<file path="src/hw/rtl/pia_pkg.sv">
// Shared types and constants for the positional insert/delete array.
// Holds field widths, request and status codes, and the command and status
// structs that join the controller to the datapath. Depends on nothing.
package pia_pkg;

  // Fixed field widths of the stream items.
  localparam int unsigned REQ_W    = 2;
  localparam int unsigned VALUE_W  = 32;
  localparam int unsigned POS_W    = 7;
  localparam int unsigned STATUS_W = 2;
  localparam int unsigned FILL_W   = 7;
  localparam int unsigned IN_TDATA_W  = 40;
  localparam int unsigned OUT_TDATA_W = 40;

  // Request kinds carried on the input tuser.
  typedef enum logic [REQ_W-1:0] {
    REQ_INSERT = 2'd0,
    REQ_DELETE = 2'd1,
    REQ_DUMP   = 2'd2,
    REQ_UNUSED = 2'd3
  } req_e;

  // Result status carried on the output tuser.
  typedef enum logic [STATUS_W-1:0] {
    ST_OK     = 2'd0,
    ST_FULL   = 2'd1,
    ST_EMPTY  = 2'd2,
    ST_BADPOS = 2'd3
  } status_e;

  // How the datapath updates its read index.
  typedef enum logic [2:0] {
    IDX_HOLD      = 3'd0,
    IDX_INS_START = 3'd1,
    IDX_DEL_START = 3'd2,
    IDX_ZERO      = 3'd3,
    IDX_DEC       = 3'd4,
    IDX_INC       = 3'd5
  } idx_sel_e;

  // Commands from the controller to the datapath.
  typedef struct packed {
    logic     in_ld;       // latch value and position of the accepted item
    idx_sel_e idx_sel;     // read index update
    logic     mem_rd;      // read the memory at the read index
    logic     shift_wr;    // write back the word read in the previous cycle
    logic     ins_dir;     // shift direction: 1 moves words up (insert)
    logic     val_wr;      // write the latched value at the latched position
    logic     cnt_inc;     // one more stored entry
    logic     cnt_dec;     // one stored entry fewer
    logic     out_ld;      // load the output register
    logic     out_dump;    // output carries a stored entry
    status_e  out_status;  // status of a single result
  } cmd_t;

  // Status from the datapath to the controller.
  typedef struct packed {
    logic full;       // count equals the depth
    logic empty;      // count is zero
    logic ins_bad;    // incoming position above count
    logic ins_end;    // incoming position equals count
    logic del_bad;    // incoming position at or above count
    logic del_end;    // incoming position is the last entry
    logic rd_last;    // read index reached the end of the shift range
    logic dump_last;  // the word in the read register is the last entry
    logic out_free;   // output register can take a result this cycle
  } stat_t;

endpackage

</file>
<file path="src/hw/rtl/pia_ctrl.sv">
// Controller state machine of the positional insert/delete array.
// Decodes each request and sequences shifts, writes, dumps and responses.
// Depends on pia_pkg for the command and status structs.
module pia_ctrl (
  input  logic                              clk_i,
  input  logic                              rst_ni,
  input  logic                              s_tvalid_i,
  output logic                              s_tready_o,
  input  logic [pia_pkg::REQ_W-1:0]         req_type_i,
  input  pia_pkg::stat_t                    stat_i,
  output pia_pkg::cmd_t                     cmd_o
);

  typedef enum logic [6:0] {
    S_IDLE  = 7'b0000001,
    S_SHIFT = 7'b0000010,
    S_FLUSH = 7'b0000100,
    S_INSWR = 7'b0001000,
    S_RESP  = 7'b0010000,
    S_DRD   = 7'b0100000,
    S_DOUT  = 7'b1000000
  } state_e;

  state_e            state_q, state_d;
  logic              ins_q, ins_d;
  pia_pkg::status_e  status_q, status_d;
  logic              in_acc;

  assign s_tready_o = (state_q == S_IDLE);
  assign in_acc     = s_tvalid_i & s_tready_o;

  // Next state and commands.
  always_comb begin
    state_d  = state_q;
    ins_d    = ins_q;
    status_d = status_q;
    cmd_o    = '0;
    cmd_o.idx_sel    = pia_pkg::IDX_HOLD;
    cmd_o.out_status = status_q;
    cmd_o.ins_dir    = ins_q;
    case (state_q)
      S_IDLE: begin
        if (in_acc) begin
          cmd_o.in_ld = 1'b1;
          status_d    = pia_pkg::ST_OK;
          state_d     = S_RESP;
          case (req_type_i)
            pia_pkg::REQ_INSERT: begin
              ins_d = 1'b1;
              if (stat_i.full) begin
                status_d = pia_pkg::ST_FULL;
              end else if (stat_i.ins_bad) begin
                status_d = pia_pkg::ST_BADPOS;
              end else if (stat_i.ins_end) begin
                state_d = S_INSWR;
              end else begin
                cmd_o.idx_sel = pia_pkg::IDX_INS_START;
                state_d       = S_SHIFT;
              end
            end
            pia_pkg::REQ_DELETE: begin
              ins_d = 1'b0;
              if (stat_i.empty) begin
                status_d = pia_pkg::ST_EMPTY;
              end else if (stat_i.del_bad) begin
                status_d = pia_pkg::ST_BADPOS;
              end else if (stat_i.del_end) begin
                state_d = S_FLUSH;
              end else begin
                cmd_o.idx_sel = pia_pkg::IDX_DEL_START;
                state_d       = S_SHIFT;
              end
            end
            pia_pkg::REQ_DUMP: begin
              ins_d = 1'b0;
              if (stat_i.empty) begin
                status_d = pia_pkg::ST_EMPTY;
              end else begin
                cmd_o.idx_sel = pia_pkg::IDX_ZERO;
                state_d       = S_DRD;
              end
            end
            default: begin
              status_d = pia_pkg::ST_BADPOS;
            end
          endcase
        end
      end
      // Read one word and write back the previous one every cycle.
      S_SHIFT: begin
        cmd_o.mem_rd   = 1'b1;
        cmd_o.shift_wr = 1'b1;
        cmd_o.idx_sel  = ins_q ? pia_pkg::IDX_DEC : pia_pkg::IDX_INC;
        if (stat_i.rd_last) begin
          state_d = S_FLUSH;
        end
      end
      // Write back the last word read, if any; a delete drops one entry here.
      S_FLUSH: begin
        cmd_o.shift_wr = 1'b1;
        cmd_o.cnt_dec  = ~ins_q;
        state_d        = ins_q ? S_INSWR : S_RESP;
      end
      S_INSWR: begin
        cmd_o.val_wr  = 1'b1;
        cmd_o.cnt_inc = 1'b1;
        state_d       = S_RESP;
      end
      S_RESP: begin
        if (stat_i.out_free) begin
          cmd_o.out_ld = 1'b1;
          state_d      = S_IDLE;
        end
      end
      S_DRD: begin
        cmd_o.mem_rd = 1'b1;
        state_d      = S_DOUT;
      end
      // Hand one stored entry to the output register.
      S_DOUT: begin
        if (stat_i.out_free) begin
          cmd_o.out_ld   = 1'b1;
          cmd_o.out_dump = 1'b1;
          if (stat_i.dump_last) begin
            state_d = S_IDLE;
          end else begin
            cmd_o.idx_sel = pia_pkg::IDX_INC;
            state_d       = S_DRD;
          end
        end
      end
      default: begin
        state_d = S_IDLE;
      end
    endcase
  end

  // Control registers.
  always_ff @(posedge clk_i or negedge rst_ni) begin
    if (!rst_ni) begin
      state_q  <= S_IDLE;
      ins_q    <= 1'b0;
      status_q <= pia_pkg::ST_OK;
    end else begin
      state_q  <= state_d;
      ins_q    <= ins_d;
      status_q <= status_d;
    end
  end

endmodule

</file>
<file path="src/hw/rtl/pia_dp.sv">
// Datapath of the positional insert/delete array: entry memory, fill count,
// read and shift registers, and the output register.
// Depends on pia_pkg; driven by commands from pia_ctrl.
module pia_dp #(
  parameter int unsigned DEPTH      = 64,
  parameter int unsigned WORD_WIDTH = 32
) (
  input  logic                                clk_i,
  input  logic                                rst_ni,
  input  pia_pkg::cmd_t                       cmd_i,
  input  logic signed [pia_pkg::VALUE_W-1:0]  in_value_i,
  input  logic [pia_pkg::POS_W-1:0]           in_position_i,
  input  logic                                out_tready_i,
  output pia_pkg::stat_t                      stat_o,
  output logic                                out_tvalid_o,
  output logic [pia_pkg::STATUS_W-1:0]        out_status_o,
  output logic signed [pia_pkg::VALUE_W-1:0]  out_value_o,
  output logic                                out_last_o,
  output logic [pia_pkg::FILL_W-1:0]          out_fill_o
);

  localparam int unsigned AW = (DEPTH > 1) ? $clog2(DEPTH) : 1;
  localparam int unsigned CW = $clog2(DEPTH + 1);
  localparam int unsigned XW = (CW > pia_pkg::POS_W) ? CW : pia_pkg::POS_W;

  logic signed [WORD_WIDTH-1:0]       mem [DEPTH];
  logic [CW-1:0]                      count_q, count_d;
  logic [AW-1:0]                      rd_idx_q, rd_idx_d;
  logic [AW-1:0]                      src_q;
  logic                               rd_vld_q;
  logic signed [WORD_WIDTH-1:0]       rdata_q;
  logic signed [pia_pkg::VALUE_W-1:0] value_q;
  logic [pia_pkg::POS_W-1:0]          pos_q;
  logic                               out_vld_q;
  logic [pia_pkg::STATUS_W-1:0]       out_status_q;
  logic signed [pia_pkg::VALUE_W-1:0] out_value_q;
  logic                               out_last_q;
  logic [pia_pkg::FILL_W-1:0]         out_fill_q;
  logic [XW-1:0]                      pos_x, cnt_x;
  logic [CW-1:0]                      cnt_m1;
  logic                               wr_en;
  logic [AW-1:0]                      wr_addr;
  logic signed [WORD_WIDTH-1:0]       wr_data;

  // Checks of the incoming position against the fill count.
  assign pos_x  = XW'(in_position_i);
  assign cnt_x  = XW'(count_q);
  assign cnt_m1 = count_q - CW'(1);

  always_comb begin
    stat_o.full      = (count_q == CW'(DEPTH));
    stat_o.empty     = (count_q == '0);
    stat_o.ins_bad   = (pos_x > cnt_x);
    stat_o.ins_end   = (pos_x == cnt_x);
    stat_o.del_bad   = (pos_x >= cnt_x);
    stat_o.del_end   = ((pos_x + XW'(1)) == cnt_x);
    stat_o.rd_last   = cmd_i.ins_dir ? (XW'(rd_idx_q) == XW'(pos_q))
                                     : (CW'(rd_idx_q) == cnt_m1);
    stat_o.dump_last = (CW'(src_q) == cnt_m1);
    stat_o.out_free  = ~out_vld_q | out_tready_i;
  end

  // Read index.
  always_comb begin
    case (cmd_i.idx_sel)
      pia_pkg::IDX_INS_START: rd_idx_d = AW'(cnt_m1);
      pia_pkg::IDX_DEL_START: rd_idx_d = AW'(pos_x + XW'(1));
      pia_pkg::IDX_ZERO:      rd_idx_d = '0;
      pia_pkg::IDX_DEC:       rd_idx_d = rd_idx_q - AW'(1);
      pia_pkg::IDX_INC:       rd_idx_d = rd_idx_q + AW'(1);
      default:                rd_idx_d = rd_idx_q;
    endcase
  end

  // Fill count.
  always_comb begin
    count_d = count_q;
    if (cmd_i.cnt_inc) begin
      count_d = count_q + CW'(1);
    end else if (cmd_i.cnt_dec) begin
      count_d = cnt_m1;
    end
  end

  // Memory write: either a shifted word or the inserted value.
  assign wr_en   = cmd_i.val_wr | (cmd_i.shift_wr & rd_vld_q);
  assign wr_data = cmd_i.val_wr ? WORD_WIDTH'(value_q) : rdata_q;
  always_comb begin
    if (cmd_i.val_wr) begin
      wr_addr = AW'(pos_q);
    end else if (cmd_i.ins_dir) begin
      wr_addr = src_q + AW'(1);
    end else begin
      wr_addr = src_q - AW'(1);
    end
  end

  // Entry memory with registered read data.
  always_ff @(posedge clk_i) begin
    if (wr_en) begin
      mem[wr_addr] <= wr_data;
    end
    if (cmd_i.mem_rd) begin
      rdata_q <= mem[rd_idx_q];
      src_q   <= rd_idx_q;
    end
  end

  // Latched request fields and read index.
  always_ff @(posedge clk_i) begin
    if (cmd_i.in_ld) begin
      value_q <= in_value_i;
      pos_q   <= in_position_i;
    end
    rd_idx_q <= rd_idx_d;
  end

  // Control state of the datapath.
  always_ff @(posedge clk_i or negedge rst_ni) begin
    if (!rst_ni) begin
      count_q   <= '0;
      rd_vld_q  <= 1'b0;
      out_vld_q <= 1'b0;
    end else begin
      count_q  <= count_d;
      rd_vld_q <= cmd_i.mem_rd;
      if (cmd_i.out_ld) begin
        out_vld_q <= 1'b1;
      end else if (out_tready_i) begin
        out_vld_q <= 1'b0;
      end
    end
  end

  // Output register payload.
  always_ff @(posedge clk_i) begin
    if (cmd_i.out_ld) begin
      out_status_q <= cmd_i.out_dump ? pia_pkg::ST_OK : cmd_i.out_status;
      out_value_q  <= cmd_i.out_dump ? pia_pkg::VALUE_W'(rdata_q) : '0;
      out_last_q   <= cmd_i.out_dump ? stat_o.dump_last : 1'b1;
      out_fill_q   <= pia_pkg::FILL_W'(count_q);
    end
  end

  assign out_tvalid_o = out_vld_q;
  assign out_status_o = out_status_q;
  assign out_value_o  = out_value_q;
  assign out_last_o   = out_last_q;
  assign out_fill_o   = out_fill_q;

`ifndef NO_ASSERTIONS
  a_count_in_range : assert property (@(posedge clk_i) disable iff (!rst_ni)
    count_q <= CW'(DEPTH)) else $error("fill count above depth");

  a_read_in_range : assert property (@(posedge clk_i) disable iff (!rst_ni)
    cmd_i.mem_rd |-> (CW'(rd_idx_q) < count_q)) else $error("read of unfilled entry");

  a_insert_pos : assert property (@(posedge clk_i) disable iff (!rst_ni)
    cmd_i.val_wr |-> (XW'(pos_q) <= XW'(count_q))) else $error("insert beyond fill");

  a_out_no_overrun : assert property (@(posedge clk_i) disable iff (!rst_ni)
    cmd_i.out_ld |-> (!out_vld_q || out_tready_i)) else $error("output item overwritten");

  a_insert_grows : assert property (@(posedge clk_i) disable iff (!rst_ni)
    cmd_i.cnt_inc |=> (count_q == $past(count_q) + CW'(1)))
    else $error("insert did not grow count");
`endif

endmodule

</file>
<file path="src/hw/rtl/positional_insert_delete_array.sv">
// Positional insert/delete array: keeps up to DEPTH signed words in order.
// Insert moves the words from the position upward one slot, one word per
// cycle through the entry memory's single read and write port, then writes
// the value; delete moves the words above the position down one slot. A
// dump reads every stored entry in turn, one memory read and one output
// load each. Rejected or unknown requests give a single result with an
// error status. A stalled output holds the block while it waits. One
// request is worked on at a time; a new item is taken once the previous
// one has put its last result into the output register. Status travels on
// the output tuser; the fill count after the request comes with every
// result. There is no clearing pass.
module positional_insert_delete_array #(
  parameter int unsigned DEPTH      = 64,
  parameter int unsigned WORD_WIDTH = 32
) (
  input  logic                                clk_i,
  input  logic                                rst_ni,
  input  logic                                s_axis_tvalid_i,
  output logic                                s_axis_tready_o,
  // [31:0] value, [38:32] position, [39] zero
  input  logic [pia_pkg::IN_TDATA_W-1:0]      s_axis_tdata_i,
  // [1:0] req_type
  input  logic [pia_pkg::REQ_W-1:0]           s_axis_tuser_i,
  output logic                                m_axis_tvalid_o,
  input  logic                                m_axis_tready_i,
  // [31:0] entry_value, [38:32] fill_count, [39] zero
  output logic [pia_pkg::OUT_TDATA_W-1:0]     m_axis_tdata_o,
  // [1:0] status
  output logic [pia_pkg::STATUS_W-1:0]        m_axis_tuser_o,
  output logic                                m_axis_tlast_o
);

  pia_pkg::cmd_t                      cmd;
  pia_pkg::stat_t                     stat;
  logic signed [pia_pkg::VALUE_W-1:0] in_value;
  logic [pia_pkg::POS_W-1:0]          in_position;
  logic signed [pia_pkg::VALUE_W-1:0] out_value;
  logic [pia_pkg::FILL_W-1:0]         out_fill;

  // Unpack the input item.
  assign in_value    = $signed(s_axis_tdata_i[pia_pkg::VALUE_W-1:0]);
  assign in_position = s_axis_tdata_i[pia_pkg::VALUE_W +: pia_pkg::POS_W];

  pia_ctrl u_ctrl (
    .clk_i      (clk_i),
    .rst_ni     (rst_ni),
    .s_tvalid_i (s_axis_tvalid_i),
    .s_tready_o (s_axis_tready_o),
    .req_type_i (s_axis_tuser_i),
    .stat_i     (stat),
    .cmd_o      (cmd)
  );

  pia_dp #(
    .DEPTH      (DEPTH),
    .WORD_WIDTH (WORD_WIDTH)
  ) u_dp (
    .clk_i         (clk_i),
    .rst_ni        (rst_ni),
    .cmd_i         (cmd),
    .in_value_i    (in_value),
    .in_position_i (in_position),
    .out_tready_i  (m_axis_tready_i),
    .stat_o        (stat),
    .out_tvalid_o  (m_axis_tvalid_o),
    .out_status_o  (m_axis_tuser_o),
    .out_value_o   (out_value),
    .out_last_o    (m_axis_tlast_o),
    .out_fill_o    (out_fill)
  );

  // Pack the result item.
  assign m_axis_tdata_o = {1'b0, out_fill, out_value};

endmodule
</file>
<file path="config.mk">
export PLATFORM = sky130hd
export DESIGN_NAME = positional_insert_delete_array
export DESIGN_NICKNAME = d
export VERILOG_FILES = /design/src/hw/rtl/pia_pkg.sv /design/src/hw/rtl/pia_ctrl.sv /design/src/hw/rtl/pia_dp.sv /design/src/hw/rtl/positional_insert_delete_array.sv
export SDC_FILE = /design/constraint.sdc
export NUM_CORES = 2
export LEC_CHECK = 0
export BUFFER_PORTS_ARGS = -buffer_cell sky130_fd_sc_hd__clkbuf_2
export CAP_MARGIN = 10
export CELL_PAD_IN_SITES_DETAIL_PLACEMENT = 0
export CELL_PAD_IN_SITES_GLOBAL_PLACEMENT = 1
export CORE_MARGIN = 4
export CORE_UTILIZATION = 45
export CTS_BUF_LIST = sky130_fd_sc_hd__clkbuf_8
export DETAILED_ROUTE_END_ITERATION = 10
export GPL_ROUTABILITY_DRIVEN = 0
export HOLD_SLACK_MARGIN = 0.05
export PLACE_DENSITY = 0.74
export SYNTH_ARGS = -nofsm -noshare
export SYNTH_HDL_FRONTEND = slang
export SYNTH_SLANG_ARGS = --single-unit
export TNS_END_PERCENT = 100
</file>
<file path="constraint.sdc">
create_clock -name clk_i -period 6.2 [get_ports clk_i]
set_clock_uncertainty 0.05 [all_clocks]
set_input_delay 0.31 -clock clk_i [delete_from_list [all_inputs] [get_ports clk_i]]
set_output_delay 0.31 -clock clk_i [all_outputs]
set_load 0.05 [all_outputs]
</file>
### Word-level counts from Yosys, hierarchy flattened

Memory sizes are Yosys's and may differ from the RTL's. A register that Yosys moved wholly into a read port is not among the register bits.
Index checks and enable logic that the tools add are counted.

| word-level totals | value |
|---|---|
| register bits | 112 |
| bits in writable memories | 2048 |
| input port bits | 46 |
| output and inout port bits | 45 |
| word-level logic and storage cells | 121 |
| memories kept | 1 |

Memories:

| memory | words | width | read ports | clocked after memory_dff | write ports | line | text |
|---|---|---|---|---|---|---|---|
| u_dp.mem | 64 | 32 | 1 | 1 | 1 | pia_dp.sv:26 | `logic signed [WORD_WIDTH-1:0] mem [DEPTH];` |

| cells by class | value |
|---|---|
| add/sub/neg operators | 7 |
| magnitude comparators | 2 |
| equality and inequality tests | 24 |
| muxes and demuxes | 55 |
| bitwise gates (word level) | 6 |
| reduce and logical (&&, ||, !) cells | 12 |

Operator list:

| operator | number |
|---|---|
| $mux 7 | 10 |
| $pmux 7 s7 | 1 |
| $mux 32 | 1 |
| $pmux 6 s5 | 1 |
| $mux 6 | 4 |
| $eq 6x7->1 | 3 |
| $mux 3 | 7 |
| $pmux 7 s3 | 1 |
| $mux 2 | 9 |
| $pmux 3 s3 | 2 |
| $add 7x1->7 const B | 2 |
| $eq 7x7->1 | 2 |
| $eq 7x7->1 const B | 2 |
| $mux 1 | 13 |
| $add 6x1->6 const B | 2 |
| $sub 6x1->6 const B | 2 |
| $mux 4 | 2 |
| $ne 2x2->1 const B | 4 |
| $eq 7x1->1 const B | 1 |
| $eq 7x2->1 const B | 1 |
| $eq 7x3->1 const B | 1 |
| $eq 7x4->1 const B | 1 |
| $eq 7x5->1 const B | 1 |
| $eq 7x6->1 const B | 1 |
| 22 further kinds | 32 |

### Depth between registers and ports, before layout

| depth | value |
|---|---|
| word-level depth | 10 |
| depth in mapped cells | 17 |
| mapped depth without buffers | 15 |

### Hierarchy

A second synthesis with hierarchy kept.

| unflattened totals | value |
|---|---|
| cell total of the unflattened synthesis | 3950 |
| area total of the unflattened synthesis | 85363.1 µm² |

Modules (own cells, without submodules):

| module | times used | cells each | area each (µm²) | seq. area each (µm²) |
|---|---|---|---|---|
| pia_dp | 1 | 3840 | 84448.5 | 65477.8 |
| pia_ctrl | 1 | 108 | 903.4 | 251.5 |
| positional_insert_delete_array | 1 | 2 | 11.3 | 0.0 |

### Worst setup path before layout

OpenSTA, ideal clock, no wires.

| timing | value |
|---|---|
| path kind | register to register |
| from | reg u_ctrl.ins_q |
| to | mem u_dp.mem[47][0], enable pin |
| library setup time | 0.461 ns |
| arrival time | 4.589 ns |
| slack | 1.100 ns |
| cell stages (with the launch flop) | 12 |
| path buffers | 2 |
| cell sequence | dfrtp_1 -> inv_1 -> clkbuf_1 -> ha_1 -> a21o_1 -> a21oi_1 -> o21ai_0 -> a21oi_1 -> xnor2_1 -> a21oi_1 -> clkbuf_1 -> nor3_1 |

| on the way | value |
|---|---|
| cells in the longest elaborated chain, start to end | 2 |

RTL lines:

| what | line | text |
|---|---|---|
| from (decl) | pia_ctrl.sv:25 | `logic ins_q, ins_d;` |
| from (signal assigned) | pia_ctrl.sv:146 | `ins_q <= ins_d;` |
| $mux 6 | pia_dp.sv:91 | `end else if (cmd_i.ins_dir) begin` |
| $mux 6 | pia_dp.sv:89 | `if (cmd_i.val_wr) begin` |
| to (decl) | pia_dp.sv:26 |  |

No other way between the ends.

### Worst setup path in the final report

| timing | value |
|---|---|
| from | reg u_ctrl.ins_q |
| to | mem u_dp.mem[20][5], enable pin |

The elaborated chain is that of the path after synthesis.

==> metrics.json <==
{
  "synthArstFlopShare": {"value": 0.867, "unit": "%"},
  "clock_tree_root_buffer_cell": {"value": "sky130_fd_sc_hd__clkbuf_8"},
  "synth.cell_area": {"value": 84600, "unit": "µm²"},
  "ys.warnings.count": {"value": 0},
  "cts_inserted_buffers": {"value": 346},
  "ys_seq_area_share": {"value": 77.7, "unit": "%"},
  "final_max_slew_viol_count": {"value": 0},
  "max_freq": {"value": 208, "unit": "MHz"},
  "dpl.cell_count": {"value": 6063},
  "globalRoute.busiestLayer": {"value": "met2"},
  "via_count": {"value": 39600},
  "fin_setup_tns": {"value": 0, "unit": "ns"},
  "report.final.setup_viol": {"value": 0},
  "cts_sinks": {"value": 2192},
  "post_drt_via_cell_ratio": {"value": 5.89},
  "first_global_vias": {"value": 40200},
  "final.hold.worst_slack": {"value": 0.185, "unit": "ns"},
  "synth.net_count": {"value": 3616},
  "vdd_drop_max": {"value": 0.395, "unit": "mV"},
  "terminating_pin_of_the_worst_hold_path": {"value": "u_dp.pos_q[0]"},
  "ys.flop_type": {"value": "sky130_fd_sc_hd__edfxtp_1"},
  "drcViolationCount": {"value": 0},
  "grt_pass1_wl": {"value": 283000, "unit": "µm"},
  "finalNonFillerCells": {"value": 6718},
  "grt_util_met2": {"value": 29.8, "unit": "%"},
  "syn_avg_cell_area": {"value": 23.9, "unit": "µm²"},
  "worst_slew_pin_slew": {"value": 1.17, "unit": "ns"},
  "boundaryPins": {"value": 91},
  "power_density": {"value": 326, "unit": "nW/µm²"},
  "worstSetupEndpointType": {"value": "register"},
  "rsz0062_at_grt": {"value": "no"},
  "maxCapViolations": {"value": 0},
  "worstSetupPathType": {"value": "reg -> reg"},
  "fin_util": {"value": 51.5, "unit": "%"},
  "synth-edff-count": {"value": 2173},
  "final_routed_wirelength_across_all_metal_layers": {"value": 194000, "unit": "µm"},
  "worst_skew_pair.late_latency": {"value": 1.03, "unit": "ns"},
  "largest_net_degree_at_the_start_of_global_routing": {"value": 107},
  "clock_tree_from_tritoncts": {"value": "built"},
  "critPathRequiredTime": {"value": 6.85, "unit": "ns"},
  "io_buffer_count": {"value": 88},
  "number_of_gates_given_a_new_drive_strength_after_cts": {"value": 0},
  "dr_pass1_iterations": {"value": 5},
  "p_leak": {"value": 30.6, "unit": "nW"},
  "worst_setup_path_start_kind": {"value": "register"},
  "cts_max_level": {"value": 5},
  "worstHoldStart": {"value": "s_axis_tdata_i[32]"},
  "multi_input_area": {"value": 18500, "unit": "µm²"},
  "period_utilisation_layout": {"value": 77.4, "unit": "%"},
  "synth-seq-cells": {"value": 2192},
  "placeableCoreArea": {"value": 186000, "unit": "µm²"},
  "final_hold_vio_count": {"value": 0},
  "nFillCells": {"value": 14300},
  "gr_met1_demand_resource": {"value": 29.1, "unit": "%"},
  "netlist-cell-type-count": {"value": 73},
  "timing.hold.worst.class": {"value": "in -> reg"},
  "worst-r2r-cell-count": {"value": 11},
  "synth_instances": {"value": 3546},
  "endpoint_of_the_worst_register_to_register_path": {"value": "u_dp.mem[20][5]"},
  "initial_utilization": {"value": 45.4, "unit": "%"},
  "critical_path.reg2reg.startpoint": {"value": "u_ctrl.ins_q"},
  "dp_hpwl": {"value": 110000, "unit": "µm"},
  "worst-r2r-setup-slack": {"value": 1.40, "unit": "ns"},
  "gr-usage-all-layers": {"value": 19.8, "unit": "%"},
  "routed_len_inst": {"value": 28.9, "unit": "µm"},
  "gr-total-overflow": {"value": 0},
  "max-clock-path-buffers": {"value": 4},
  "post-route-min-period": {"value": 4.80, "unit": "ns"},
  "core.rowCount": {"value": 158},
  "regArea": {"value": 65700, "unit": "µm²"},
  "grt_antenna_before_repair": {"value": 11},
  "hold_critical_path_depth": {"value": 2},
  "die_y": {"value": 442, "unit": "µm"},
  "clk_transition_reported_paths": {"value": 0.06, "unit": "ns"},
  "slew-limit-headroom": {"value": 21.3, "unit": "%"},
  "syn2layout_area_growth": {"value": 13.3, "unit": "%"},
  "nets": {"value": 4088},
  "ant_nets": {"value": 0},
  "fp.dieArea": {"value": 195000, "unit": "µm²"},
  "width_of_the_die": {"value": 442, "unit": "µm"},
  "first_iter_violations": {"value": 4999},
  "crit_path_max_fanout": {"value": 25},
  "grtUsageMet3": {"value": 5.48, "unit": "%"},
  "drive_above_1_share": {"value": 32.9, "unit": "%"},
  "crit_arrival": {"value": 5.45, "unit": "ns"},
  "run_status": {"value": "complete, no violations"}
}
-- per-layer routing --
layer / vias up / share of wire (%)
met1: 21400 / 42
met5: - / 0
met3: 262 / 9.7
met4: 0 / 1.6
li1: 16200 / -
met2: 1783 / 47
-- logic make-up after synthesis --
group           synth area share [%]
compound gates                 0.726
mux                             17.9
simple gates                    1.79
xor+xnor                       0.497
fa+ha+maj                      0.373
other cells                  0.00443
flops                           77.7
buf+inv                         1.01
-- cell usage after synthesis (3+ instances only) --
| cell type | count | share of area (%) |
|---|---|---|
| sky130_fd_sc_hd__nand4_1 | 6 | 0.044 |
| sky130_fd_sc_hd__buf_2 | 43 | 0.25 |
| sky130_fd_sc_hd__nand2_1 | 125 | 0.55 |
| sky130_fd_sc_hd__o221ai_1 | 3 | 0.031 |
| sky130_fd_sc_hd__nor3_1 | 41 | 0.24 |
| sky130_fd_sc_hd__buf_1 | 36 | 0.16 |
| sky130_fd_sc_hd__a211o_1 | 5 | 0.052 |
| sky130_fd_sc_hd__clkbuf_1 | 104 | 0.46 |
| sky130_fd_sc_hd__nor2b_1 | 6 | 0.044 |
| sky130_fd_sc_hd__o21ai_1 | 5 | 0.030 |
| sky130_fd_sc_hd__mux4_2 | 672 | 18 |
| sky130_fd_sc_hd__nor2_1 | 54 | 0.24 |
| sky130_fd_sc_hd__a21o_1 | 4 | 0.035 |
| sky130_fd_sc_hd__o22ai_1 | 6 | 0.044 |
| sky130_fd_sc_hd__nand2b_1 | 8 | 0.059 |
| sky130_fd_sc_hd__o31ai_1 | 5 | 0.044 |
| sky130_fd_sc_hd__and3_1 | 34 | 0.25 |
| sky130_fd_sc_hd__o21ai_0 | 13 | 0.077 |
| sky130_fd_sc_hd__nor4_1 | 4 | 0.030 |
| sky130_fd_sc_hd__ha_1 | 22 | 0.33 |
| sky130_fd_sc_hd__nand3_1 | 11 | 0.065 |
| sky130_fd_sc_hd__and2_1 | 6 | 0.044 |
| sky130_fd_sc_hd__xnor3_1 | 4 | 0.11 |
| sky130_fd_sc_hd__o22a_1 | 4 | 0.041 |
| sky130_fd_sc_hd__inv_1 | 25 | 0.11 |
| sky130_fd_sc_hd__xnor2_1 | 24 | 0.25 |
| sky130_fd_sc_hd__xor2_1 | 11 | 0.11 |
| sky130_fd_sc_hd__a41oi_1 | 3 | 0.031 |
| sky130_fd_sc_hd__edfxtp_1 | 2173 | 77 |
| sky130_fd_sc_hd__dfrtp_1 | 18 | 0.53 |
| sky130_fd_sc_hd__a22oi_1 | 3 | 0.027 |
| sky130_fd_sc_hd__a21boi_0 | 3 | 0.027 |
| sky130_fd_sc_hd__a21oi_1 | 18 | 0.11 |
-- critical path, stage by stage, from the launching register on --
cell and delay [ns]:
sky130_fd_sc_hd__dfrtp_1 0.36, sky130_fd_sc_hd__buf_4 0.19, sky130_fd_sc_hd__inv_1 0.35, sky130_fd_sc_hd__ha_1 0.33, sky130_fd_sc_hd__nor2b_1 0.15, sky130_fd_sc_hd__o21ai_0 0.18
sky130_fd_sc_hd__a21boi_0 0.12, sky130_fd_sc_hd__o31ai_1 0.44, sky130_fd_sc_hd__nand2_1 0.51, sky130_fd_sc_hd__a211o_1 0.70, sky130_fd_sc_hd__nor2_4 0.83, sky130_fd_sc_hd__buf_4 0.29
-- final cells by class --
class,instances,share of cell area [%]
Sequential cell,2192,68.6
Multi-Input combinational cell,1143,19.3
Clock buffer,356,5.11
Tap cell,2480,3.24
Timing Repair Buffer,309,2.74
Clock inverter,208,0.930
Inverter,26,0.102
Antenna cell,4,0.0104
-- sequential cells by signal, indices dropped and copies added (netlist names) --
| signal | count |
|---|---|
| u_dp.mem | 2048 |
| u_dp.out_value_o | 32 |
| u_dp.rdata_q | 32 |
| u_dp.value_q | 32 |
| u_ctrl.state_q | 7 |
| u_dp.cnt_x | 7 |
| u_dp.out_fill_o | 7 |
| u_dp.pos_q | 7 |
| u_dp.rd_idx_q | 6 |
| u_dp.src_q | 6 |
| u_ctrl.status_q | 2 |
| u_dp.out_status_o | 2 |
| u_ctrl.ins_q | 1 |
| u_dp.out_last_o | 1 |
| u_dp.out_tvalid_o | 1 |
| u_dp.rd_vld_q | 1 |
-- layout by cell type, fill, tap and decap left out, drive strengths merged, types with 3 or more instances in the layout --
master,netlist,routed
edfxtp,2173,2173
mux4,672,672
clkbuf,104,444
buf,81,140
inv,26,139
nand2,126,126
clkinv,0,87
dlygate4sd3,0,81
nor2,55,55
nor3,41,41
and3,35,35
xnor2,24,24
ha,22,22
o21ai,19,19
dfrtp,18,18
a21oi,18,18
nand3,12,12
xor2,11,11
nand2b,8,8
nand4,6,6
o22ai,6,6
clkinvlp,0,6
and2,6,6
o31ai,6,6
nor2b,6,6
a211o,5,5
diode,0,4
xnor3,4,4
nor4,4,4
a21o,4,4
o22a,4,4
o221ai,4,4
a21boi,3,3
a41oi,3,3
a22oi,3,3
nor3b,3,3
or2,3,3
-- power by group --
group	total (mW)	switching (mW)	internal [mW]
Combinational	4.05	2.49	1.56
Clock	10.6	5.30	5.34
Sequential	16.6	0.129	16.5
Total	31.3	7.91	23.4
-- what timing repair did --
action,CTS,global route
buffers inserted,0,0
hold endpoints to repair,73,0
hold buffers,81,0
-- per-stage QoR --
step / instance area [µm²] / total power, mW / setup WS [ns]
after floorplan: 84600 / 19.5 / 1.10
after detailed placement: 89100 / 20.9 / 1.45
after global routing: 95900 / 32.5 / 1.04
after global placement: 89100 / 20.8 / 1.47
final: 95900 / 31.3 / 1.40
after CTS: 95700 / 31.5 / 1.44
-- worst max-delay path by stage --
stage                   from          endpoint  slack (ns)  cells after the start
3_3_place_gp    u_ctrl.ins_q   u_dp.mem[20][2]        1.47                     11
6_report        u_ctrl.ins_q   u_dp.mem[20][5]        1.40                     11
2_1_floorplan   u_ctrl.ins_q   u_dp.mem[47][0]        1.10                     11
4_1_cts        u_dp.cnt_x[0]  u_dp.rd_idx_q[5]        1.44                     15
3_5_place_dp    u_ctrl.ins_q   u_dp.mem[23][2]        1.45                     11
5_1_grt         u_ctrl.ins_q   u_dp.mem[20][9]        1.04                     11
Note: power is estimated with default switching activity, not from simulation.
